**src/rtl/core/i2cm_pkg.sv**
```systemverilog
`timescale 1ns / 1ps

package i2cm_pkg;

    localparam int unsigned DATA_BITS    = 8;
    localparam int unsigned PERIOD_W     = 5;
    localparam int unsigned HOLD_W       = 16;
    localparam int unsigned BYTE_PERIODS = 2 * DATA_BITS + 2;
    localparam int unsigned CTRL_PERIODS = 2;

    // Input item kinds
    localparam logic [2:0] KIND_TICK  = 3'd0;
    localparam logic [2:0] KIND_START = 3'd1;
    localparam logic [2:0] KIND_STOP  = 3'd2;
    localparam logic [2:0] KIND_WRITE = 3'd3;
    localparam logic [2:0] KIND_READ  = 3'd4;

    typedef enum logic [4:0] {
        CMD_IDLE  = 5'b00001,
        CMD_START = 5'b00010,
        CMD_STOP  = 5'b00100,
        CMD_WRITE = 5'b01000,
        CMD_READ  = 5'b10000
    } cmd_t;

    typedef struct packed {
        logic [2:0]           kind;
        logic [DATA_BITS-1:0] tx_byte;
        logic                 send_ack;
        logic                 sda_level;
    } item_t;

    typedef struct packed {
        cmd_t                 cmd;
        logic [PERIOD_W-1:0]  period;
        logic [HOLD_W-1:0]    ticks;
        logic [DATA_BITS-1:0] shift;
        logic                 ack_flag;
        logic                 master_ack;
        logic                 scl;
        logic                 sda;
    } engine_t;

    typedef struct packed {
        logic                 scl_release;
        logic                 sda_release;
        logic                 busy_res;
        logic                 done_res;
        logic                 ack_seen;
        logic [DATA_BITS-1:0] read_byte;
        logic                 refused;
    } result_t;

    // Line levels for a given period of a command: {scl, sda}
    function automatic logic [1:0] drive_lines(
        input cmd_t                 cmd,
        input logic [PERIOD_W-1:0]  p,
        input logic [DATA_BITS-1:0] shift,
        input logic                 mack,
        input logic                 scl_now,
        input logic                 sda_now
    );
        logic scl_v;
        logic sda_v;
        logic data_phase;
        scl_v      = scl_now;
        sda_v      = sda_now;
        data_phase = (p < PERIOD_W'(2 * DATA_BITS));
        unique case (cmd)
            CMD_START:
            begin
                scl_v = 1'b1;
                sda_v = (p == '0);
            end
            CMD_STOP:
            begin
                scl_v = 1'b1;
                sda_v = (p != '0);
            end
            CMD_WRITE:
            begin
                scl_v = ~p[0];
                sda_v = data_phase ? shift[DATA_BITS-1] : 1'b1;
            end
            CMD_READ:
            begin
                scl_v = ~p[0];
                sda_v = data_phase ? 1'b1 : ~mack;
            end
            default:
            begin
                scl_v = scl_now;
                sda_v = sda_now;
            end
        endcase
        return {scl_v, sda_v};
    endfunction

endpackage

```
**src/rtl/core/i2cm_step.sv**
```systemverilog
`timescale 1ns / 1ps

// Next engine state and result for one item, from the current state.
module i2cm_step (
    input  i2cm_pkg::item_t                    item,
    input  i2cm_pkg::engine_t                  cur,
    input  logic [i2cm_pkg::HOLD_W-1:0]        hold_ticks,
    output i2cm_pkg::engine_t                  nxt,
    output i2cm_pkg::result_t                  res
);

    logic [i2cm_pkg::HOLD_W:0]     tick_inc;
    logic [i2cm_pkg::HOLD_W-1:0]   hold_eff;
    logic [i2cm_pkg::PERIOD_W-1:0] p_inc;
    logic [i2cm_pkg::PERIOD_W-1:0] total;
    logic [1:0]                    lines;
    logic                          done;
    logic                          refused;
    logic                          ack_out;
    logic [i2cm_pkg::DATA_BITS-1:0] byte_out;

    always_comb
    begin
        nxt      = cur;
        done     = 1'b0;
        refused  = 1'b0;
        ack_out  = 1'b0;
        byte_out = '0;
        lines    = 2'b11;
        hold_eff = (hold_ticks == '0) ? i2cm_pkg::HOLD_W'(1) : hold_ticks;
        tick_inc = {1'b0, cur.ticks} + (i2cm_pkg::HOLD_W + 1)'(1);
        p_inc    = cur.period + i2cm_pkg::PERIOD_W'(1);
        total    = ((cur.cmd == i2cm_pkg::CMD_START) || (cur.cmd == i2cm_pkg::CMD_STOP))
                   ? i2cm_pkg::PERIOD_W'(i2cm_pkg::CTRL_PERIODS)
                   : i2cm_pkg::PERIOD_W'(i2cm_pkg::BYTE_PERIODS);

        case (item.kind) inside
            i2cm_pkg::KIND_START, i2cm_pkg::KIND_STOP,
            i2cm_pkg::KIND_WRITE, i2cm_pkg::KIND_READ:
            begin
                if (cur.cmd != i2cm_pkg::CMD_IDLE)
                begin
                    refused = 1'b1;
                end
                else
                begin
                    nxt.period = '0;
                    nxt.ticks  = '0;
                    unique case (item.kind)
                        i2cm_pkg::KIND_START: nxt.cmd = i2cm_pkg::CMD_START;
                        i2cm_pkg::KIND_STOP:  nxt.cmd = i2cm_pkg::CMD_STOP;
                        i2cm_pkg::KIND_WRITE:
                        begin
                            nxt.cmd      = i2cm_pkg::CMD_WRITE;
                            nxt.shift    = item.tx_byte;
                            nxt.ack_flag = 1'b0;
                        end
                        default:
                        begin
                            nxt.cmd        = i2cm_pkg::CMD_READ;
                            nxt.shift      = '0;
                            nxt.master_ack = item.send_ack;
                        end
                    endcase
                    lines   = i2cm_pkg::drive_lines(nxt.cmd, '0, nxt.shift,
                                                    nxt.master_ack, cur.scl, cur.sda);
                    nxt.scl = lines[1];
                    nxt.sda = lines[0];
                end
            end
            i2cm_pkg::KIND_TICK:
            begin
                if (cur.cmd != i2cm_pkg::CMD_IDLE)
                begin
                    if (tick_inc >= {1'b0, hold_eff})
                    begin
                        nxt.ticks = '0;
                        // advance one period; data moves on its period boundary
                        if (cur.cmd == i2cm_pkg::CMD_WRITE)
                        begin
                            if ((cur.period < i2cm_pkg::PERIOD_W'(2 * i2cm_pkg::DATA_BITS))
                                && cur.period[0])
                                nxt.shift = {cur.shift[i2cm_pkg::DATA_BITS-2:0], 1'b0};
                            if (cur.period == i2cm_pkg::PERIOD_W'(2 * i2cm_pkg::DATA_BITS))
                                nxt.ack_flag = ~item.sda_level;
                        end
                        else if (cur.cmd == i2cm_pkg::CMD_READ)
                        begin
                            if ((cur.period < i2cm_pkg::PERIOD_W'(2 * i2cm_pkg::DATA_BITS))
                                && !cur.period[0])
                                nxt.shift = {cur.shift[i2cm_pkg::DATA_BITS-2:0],
                                             item.sda_level};
                        end

                        if (p_inc >= total)
                        begin
                            done       = 1'b1;
                            nxt.cmd    = i2cm_pkg::CMD_IDLE;
                            nxt.period = '0;
                            if (cur.cmd == i2cm_pkg::CMD_START)
                            begin
                                nxt.scl = 1'b0;
                                nxt.sda = 1'b0;
                            end
                            else if (cur.cmd == i2cm_pkg::CMD_STOP)
                            begin
                                nxt.scl = 1'b1;
                                nxt.sda = 1'b1;
                            end
                            else
                            begin
                                nxt.scl = 1'b0;
                                if (cur.cmd == i2cm_pkg::CMD_WRITE)
                                    ack_out = nxt.ack_flag;
                                else
                                    byte_out = nxt.shift;
                            end
                        end
                        else
                        begin
                            nxt.period = p_inc;
                            lines      = i2cm_pkg::drive_lines(cur.cmd, p_inc, nxt.shift,
                                                               cur.master_ack, cur.scl,
                                                               cur.sda);
                            nxt.scl    = lines[1];
                            nxt.sda    = lines[0];
                        end
                    end
                    else
                    begin
                        nxt.ticks = tick_inc[i2cm_pkg::HOLD_W-1:0];
                    end
                end
            end
            default:
            begin
                // unused kinds: no effect
            end
        endcase

        res.scl_release = nxt.scl;
        res.sda_release = nxt.sda;
        res.busy_res    = (nxt.cmd != i2cm_pkg::CMD_IDLE);
        res.done_res    = done;
        res.ack_seen    = ack_out;
        res.read_byte   = byte_out;
        res.refused     = refused;
    end

endmodule

```
**src/rtl/core/i2c_master_bit_engine.sv**
```systemverilog
`timescale 1ns / 1ps

// Open-drain I2C master bit engine. Each input transaction is a command (start, stop,
// write byte, read byte) or a time tick carrying the sampled SDA level, and each one
// yields exactly one result transaction with the line controls and status. An item
// passes through the input register and then the result register, and one item is
// taken every clock while results are drained; the combinational state update
// between those two registers sets that rate. A delay period lasts hold_ticks tick
// items (zero acts as one); start and stop span two periods, a byte eighteen.
// Commands arriving while busy are flagged refused and otherwise ignored. The
// hold_ticks register is written through the cfg channel, which is always ready;
// write it only while no transaction is in flight.
module i2c_master_bit_engine (
    input  logic                               clk,
    input  logic                               rst_n,

    input  logic                               in_valid,
    output logic                               in_ready,
    input  logic [2:0]                         kind,
    input  logic [i2cm_pkg::DATA_BITS-1:0]     tx_byte,
    input  logic                               send_ack,
    input  logic                               sda_level,

    output logic                               out_valid,
    input  logic                               out_ready,
    output logic                               scl_release,
    output logic                               sda_release,
    output logic                               busy_res,
    output logic                               done_res,
    output logic                               ack_seen,
    output logic [i2cm_pkg::DATA_BITS-1:0]     read_byte,
    output logic                               refused,

    input  logic                               cfg_valid,
    output logic                               cfg_ready,
    input  logic [i2cm_pkg::HOLD_W-1:0]        cfg_data
);

    logic                         s1_valid_reg;
    i2cm_pkg::item_t              s1_item_reg;
    logic                         out_valid_reg;
    i2cm_pkg::result_t            out_res_reg;
    i2cm_pkg::engine_t            state_reg;
    i2cm_pkg::engine_t            state_next;
    i2cm_pkg::result_t            res_next;
    logic [i2cm_pkg::HOLD_W-1:0]  hold_reg;
    logic                         advance;
    i2cm_pkg::item_t              in_item;

    assign in_item.kind      = kind;
    assign in_item.tx_byte   = tx_byte;
    assign in_item.send_ack  = send_ack;
    assign in_item.sda_level = sda_level;

    // move the held item into the result register when that register is free
    assign advance   = s1_valid_reg && (!out_valid_reg || out_ready);
    assign in_ready  = !s1_valid_reg || advance;
    assign cfg_ready = 1'b1;

    i2cm_step u_step (
        .item       (s1_item_reg),
        .cur        (state_reg),
        .hold_ticks (hold_reg),
        .nxt        (state_next),
        .res        (res_next)
    );

    always_ff @(posedge clk or negedge rst_n)
    begin
        if (!rst_n)
        begin
            s1_valid_reg         <= 1'b0;
            out_valid_reg        <= 1'b0;
            hold_reg             <= i2cm_pkg::HOLD_W'(1);
            state_reg.cmd        <= i2cm_pkg::CMD_IDLE;
            state_reg.period     <= '0;
            state_reg.ticks      <= '0;
            state_reg.shift      <= '0;
            state_reg.ack_flag   <= 1'b0;
            state_reg.master_ack <= 1'b0;
            state_reg.scl        <= 1'b1;
            state_reg.sda        <= 1'b1;
        end
        else
        begin
            if (in_ready)
                s1_valid_reg <= in_valid;
            if (advance)
                out_valid_reg <= 1'b1;
            else if (out_ready)
                out_valid_reg <= 1'b0;
            if (advance)
                state_reg <= state_next;
            if (cfg_valid && cfg_ready)
                hold_reg <= cfg_data;
        end
    end

    always_ff @(posedge clk)
    begin
        if (in_valid && in_ready)
            s1_item_reg <= in_item;
        if (advance)
            out_res_reg <= res_next;
    end

    assign out_valid   = out_valid_reg;
    assign scl_release = out_res_reg.scl_release;
    assign sda_release = out_res_reg.sda_release;
    assign busy_res    = out_res_reg.busy_res;
    assign done_res    = out_res_reg.done_res;
    assign ack_seen    = out_res_reg.ack_seen;
    assign read_byte   = out_res_reg.read_byte;
    assign refused     = out_res_reg.refused;

    a_done_not_busy: assert property (@(posedge clk) disable iff (!rst_n)
        out_valid_reg && out_res_reg.done_res |-> !out_res_reg.busy_res)
        else $error("done reported while still busy");

    a_ack_only_on_done: assert property (@(posedge clk) disable iff (!rst_n)
        out_valid_reg && out_res_reg.ack_seen |-> out_res_reg.done_res)
        else $error("ack_seen outside a finishing item");

    a_byte_only_on_done: assert property (@(posedge clk) disable iff (!rst_n)
        out_valid_reg && (out_res_reg.read_byte != '0) |-> out_res_reg.done_res)
        else $error("read_byte outside a finishing item");

    a_refused_keeps_state: assert property (@(posedge clk) disable iff (!rst_n)
        advance && res_next.refused |=> state_reg == $past(state_reg))
        else $error("refused command changed engine state");

    a_refused_only_busy: assert property (@(posedge clk) disable iff (!rst_n)
        advance && res_next.refused |-> state_reg.cmd != i2cm_pkg::CMD_IDLE)
        else $error("command refused while idle");

endmodule

```
**config.mk**
```make
export PLATFORM = sky130hd
export DESIGN_NAME = i2c_master_bit_engine
export DESIGN_NICKNAME = d
export VERILOG_FILES = /design/src/rtl/core/i2cm_pkg.sv /design/src/rtl/core/i2cm_step.sv /design/src/rtl/core/i2c_master_bit_engine.sv
export SDC_FILE = /design/constraint.sdc
export NUM_CORES = 1
export LEC_CHECK = 0
export ABC_AREA = 1
export BUFFER_PORTS_ARGS = -buffer_cell sky130_fd_sc_hd__buf_2
export CAP_MARGIN = 15
export CORE_UTILIZATION = 39
export DETAILED_ROUTE_END_ITERATION = 6
export GPL_TIMING_DRIVEN = 0
export PLACE_DENSITY = 0.68
export SETUP_SLACK_MARGIN = 0.02
export SYNTH_ARGS = -nofsm -noshare
export SYNTH_HDL_FRONTEND = slang
export SYNTH_SLANG_ARGS = --single-unit
```
**constraint.sdc**
```tcl
create_clock -name clk -period 7.5 [get_ports clk]
set_clock_uncertainty 0.2 [all_clocks]
set_input_delay 0.375 -clock clk [delete_from_list [all_inputs] [get_ports clk]]
set_output_delay 0.375 -clock clk [all_outputs]
set_load 0.01 [all_outputs]
```
==> flow_summary.json <==
{
  "status": "finished clean",
  "rows": 41,
  "p_switching_mw": 0.596,
  "post-place-ws_ns": 3.60,
  "final-hold-violation-count": 0,
  "worstHoldEndpoint": "s1_item_reg[10]$_DFFE_PP_",
  "core_region_area_mm2": 0.0126,
  "wl_per_cell_um": 13.2,
  "path_clk_slew_ns": 0.06,
  "multi_input_area_mm2": 0.00245,
  "vias_per_cell": 4.97,
  "max-slew-margin-rel_pct": 47.6,
  "cts_setup_buffers": 0,
  "finalSetupViolCount": 0,
  "end_kind": "flip-flop",
  "htreeDepth": 3,
  "vias": 4174,
  "syn-num-nets": 655,
  "hp-start": "kind[0]",
  "p_leak_nw": 2.85,
  "synth_cell_types": 53,
  "yosys_warnings": 0,
  "die_area_mm2": 0.0135,
  "crit_arrival_ns": 3.91,
  "hold_path.class": "primary input to flip-flop",
  "wl_met1_mm": 5.09,
  "period_share_pct": 52.2,
  "fp.dieH_um": 116,
  "netlist_instances": 597,
  "ios": 51,
  "reg2regPathDepth": 19,
  "p_int_mw": 1.02,
  "power_frac_clock_pct": 29.1,
  "clockRootBuffer": "clkbuf_16",
  "combPwrFrac_pct": 33.6,
  "cts_resized": 0,
  "hold_ws_ns": 0.00815,
  "synth_top_area_share_pct": 25.7,
  "synthTopCellsByCount": "nand2_1, inv_1, dfrtp_1",
  "holdPathStages": 1,
  "cts_inserted_buffers": 9,
  "initial_core_util_pct": 40.1,
  "avgSynthCellArea_um2": 8.49,
  "ff_latch_area_mm2": 0.00222,
  "r2r_start": "state_reg[12]$_DFFE_PN0P_",
  "drive_above_1_share_pct": 21.6,
  "die_w_um": 116,
  "antenna_left": 0,
  "place.gp.congestion": 0.904,
  "synth-seq-area-share_pct": 43.8,
  "synth_area_leaders": "dfrtp_1, edfxtp_1, nand2_1",
  "cts_sinks": 83,
  "largest_reg_flops": 38,
  "drtIter0Drc": 212,
  "portBuffers": 49,
  "tightest_slew_ns": 0.781,
  "max_cap_violations": 0,
  "maxSlewViolCount": 0,
  "grt_max_degree": 33,
  "synth_area_leader_cell": "dfrtp_1",
  "hold_buffers": 4,
  "synthFlopType": "dfrtp_1",
  "pwr-share-seq_pct": 37.2,
  "firstDrtPassIters": 5,
  "worst_slack_ns": 3.59,
  "crit_type": "flip-flop to flip-flop",
  "drc": 0,
  "setup-tns-final_ns": 0,
  "critical_path_peak_fanout": 10,
  "grt_pass1_vias": 3977,
  "clock_path_buffers": 2,
  "place_hpwl_mm": 8.39,
  "syn_area_mm2": 0.00507,
  "grt_usage_pct": 17.5,
  "clk_latency_ns": 0.34,
  "grt_pass1_wl_mm": 18.5,
  "startpoint_type": "flip-flop",
  "cts_tree": "done",
  "antenna_found_initial": 0,
  "reg2reg_setup_slack_ns": 3.59,
  "rsz0062_at_grt": "false",
  "num_antenna_cells": 0,
  "synth-edff-count": 27,
  "wl_mm": 11.0,
  "r2r_end": "read_byte[2]$_SDFFCE_PP0P_",
  "ys_seq_elements": 83,
  "wl_met2_mm": 5.27,
  "highest_layer": "met4",
  "synth.most_common_cell": "nand2_1",
  "p_sw_share_pct": 36.9,
  "nets": 720,
  "gr-total-overflow": 0,
  "n_fill_cell": 1217,
  "cp.required_ns": 7.50,
  "wl_met3_um": 520,
  "timing.final.crit_period_ns": 3.91,
  "powerDensity_mw_per_mm2": 273,
  "syn2layout_area_growth_pct": 16.5,
  "irDropWorstVdd_mv": 0.110,
  "fmaxAchievable_mhz": 255,
  "synthArstFlopShare_pct": 67.5
}
-- per-layer routing --
metal / GRT usage, % / vias up
li1: - / 2116
met1: 23.8 / 1941
met2: 28.3 / 104
met3: 2.98 / 13
met4: 5.90 / 0
met5: 0 / -
-- critical path: stages, from the launching register on --
cell,delay (ns)
dfrtp_1,0.51
ha_1,0.25
nand2_2,0.07
inv_2,0.09
nand2_4,0.06
nor2_4,0.13
inv_1,0.07
nor2_1,0.12
nand2_1,0.08
o21ai_0,0.32
inv_1,0.10
ha_1,0.34
nand4_1,0.13
nor4_1,0.31
nand2_1,0.18
nand3_4,0.23
nand2_4,0.11
nor2_4,0.13
nand4_4,0.18
nor2_2,0.14
-- cells by family after synthesis --
group / after synthesis / share of synthesized area [%]
muxes: 3 / 0.864
adders and majority gates: 24 / 5.93
and+or+nand+nor: 270 / 27.4
other: 1 / 0.0740
xor gates and xnor gates: 10 / 1.73
AOI/OAI and AO/OA: 105 / 12.3
DFF: 83 / 43.8
buffers and inverters: 101 / 7.93
-- layout make-up --
type | count | area share (%)
flip-flops and latches | 83 | 37.6
well taps | 172 | 3.64
clock buffers | 9 | 3.81
repair buffers | 54 | 5.17
multi-input cells | 413 | 41.4
clock inverters | 7 | 1.57
plain buffers | 13 | 1.17
inverters | 88 | 5.64
-- power by group through the flow --
stage | Clock [mW] | Sequential, mW | Combinational, mW
floorplan | 0 | 0.600 | 0.399
global placement | 0 | 0.603 | 0.517
detailed placement | 0 | 0.607 | 0.532
CTS | 0.477 | 0.599 | 0.538
global route | 0.493 | 0.607 | 0.610
finish | 0.470 | 0.601 | 0.543
-- how the worst max path moves through the flow --
stage                               from                    endpoint  slack (ns)  cells past startpoint
2_1_floorplan  state_reg[12]$_DFFE_PN0P_          busy_res$_DFFE_PP_        4.20                     22
3_3_place_gp   state_reg[12]$_DFFE_PN0P_  read_byte[4]$_SDFFCE_PP0P_        3.72                     19
3_5_place_dp   state_reg[12]$_DFFE_PN0P_  read_byte[2]$_SDFFCE_PP0P_        3.60                     19
4_1_cts        state_reg[12]$_DFFE_PN0P_  read_byte[2]$_SDFFCE_PP0P_        3.58                     19
5_1_grt        state_reg[12]$_DFFE_PN0P_  read_byte[6]$_SDFFCE_PP0P_        3.35                     19
6_report       state_reg[12]$_DFFE_PN0P_  read_byte[2]$_SDFFCE_PP0P_        3.59                     19
-- per-stage QoR --
| step | power (mW) | util (%) | instance area [um^2] | std cells |
|---|---|---|---|---|
| after global routing | 1.71 | 46.8 | 5900 | 839 |
| after floorplan | 0.999 | - | 5070 | 597 |
| after detailed placement | 1.14 | 44.0 | 5550 | 819 |
| after CTS | 1.61 | 46.8 | 5900 | 839 |
| after global placement | 1.12 | 43.8 | 5530 | 818 |
| final | 1.61 | 46.8 | 5900 | 839 |
-- layout by cell type, fill, tap and decap left out, types with 20 or more instances in the layout --
| master | count |
|---|---|
| nand4_1 | 22 |
| inv_1 | 73 |
| nor2_1 | 49 |
| nand2_1 | 121 |
| ha_1 | 24 |
| dfrtp_1 | 52 |
| o21ai_0 | 49 |
| nand3_1 | 29 |
| edfxtp_1 | 27 |
| a21oi_1 | 20 |
| buf_2 | 50 |
Note: power is estimated with default switching activity, not from simulation.
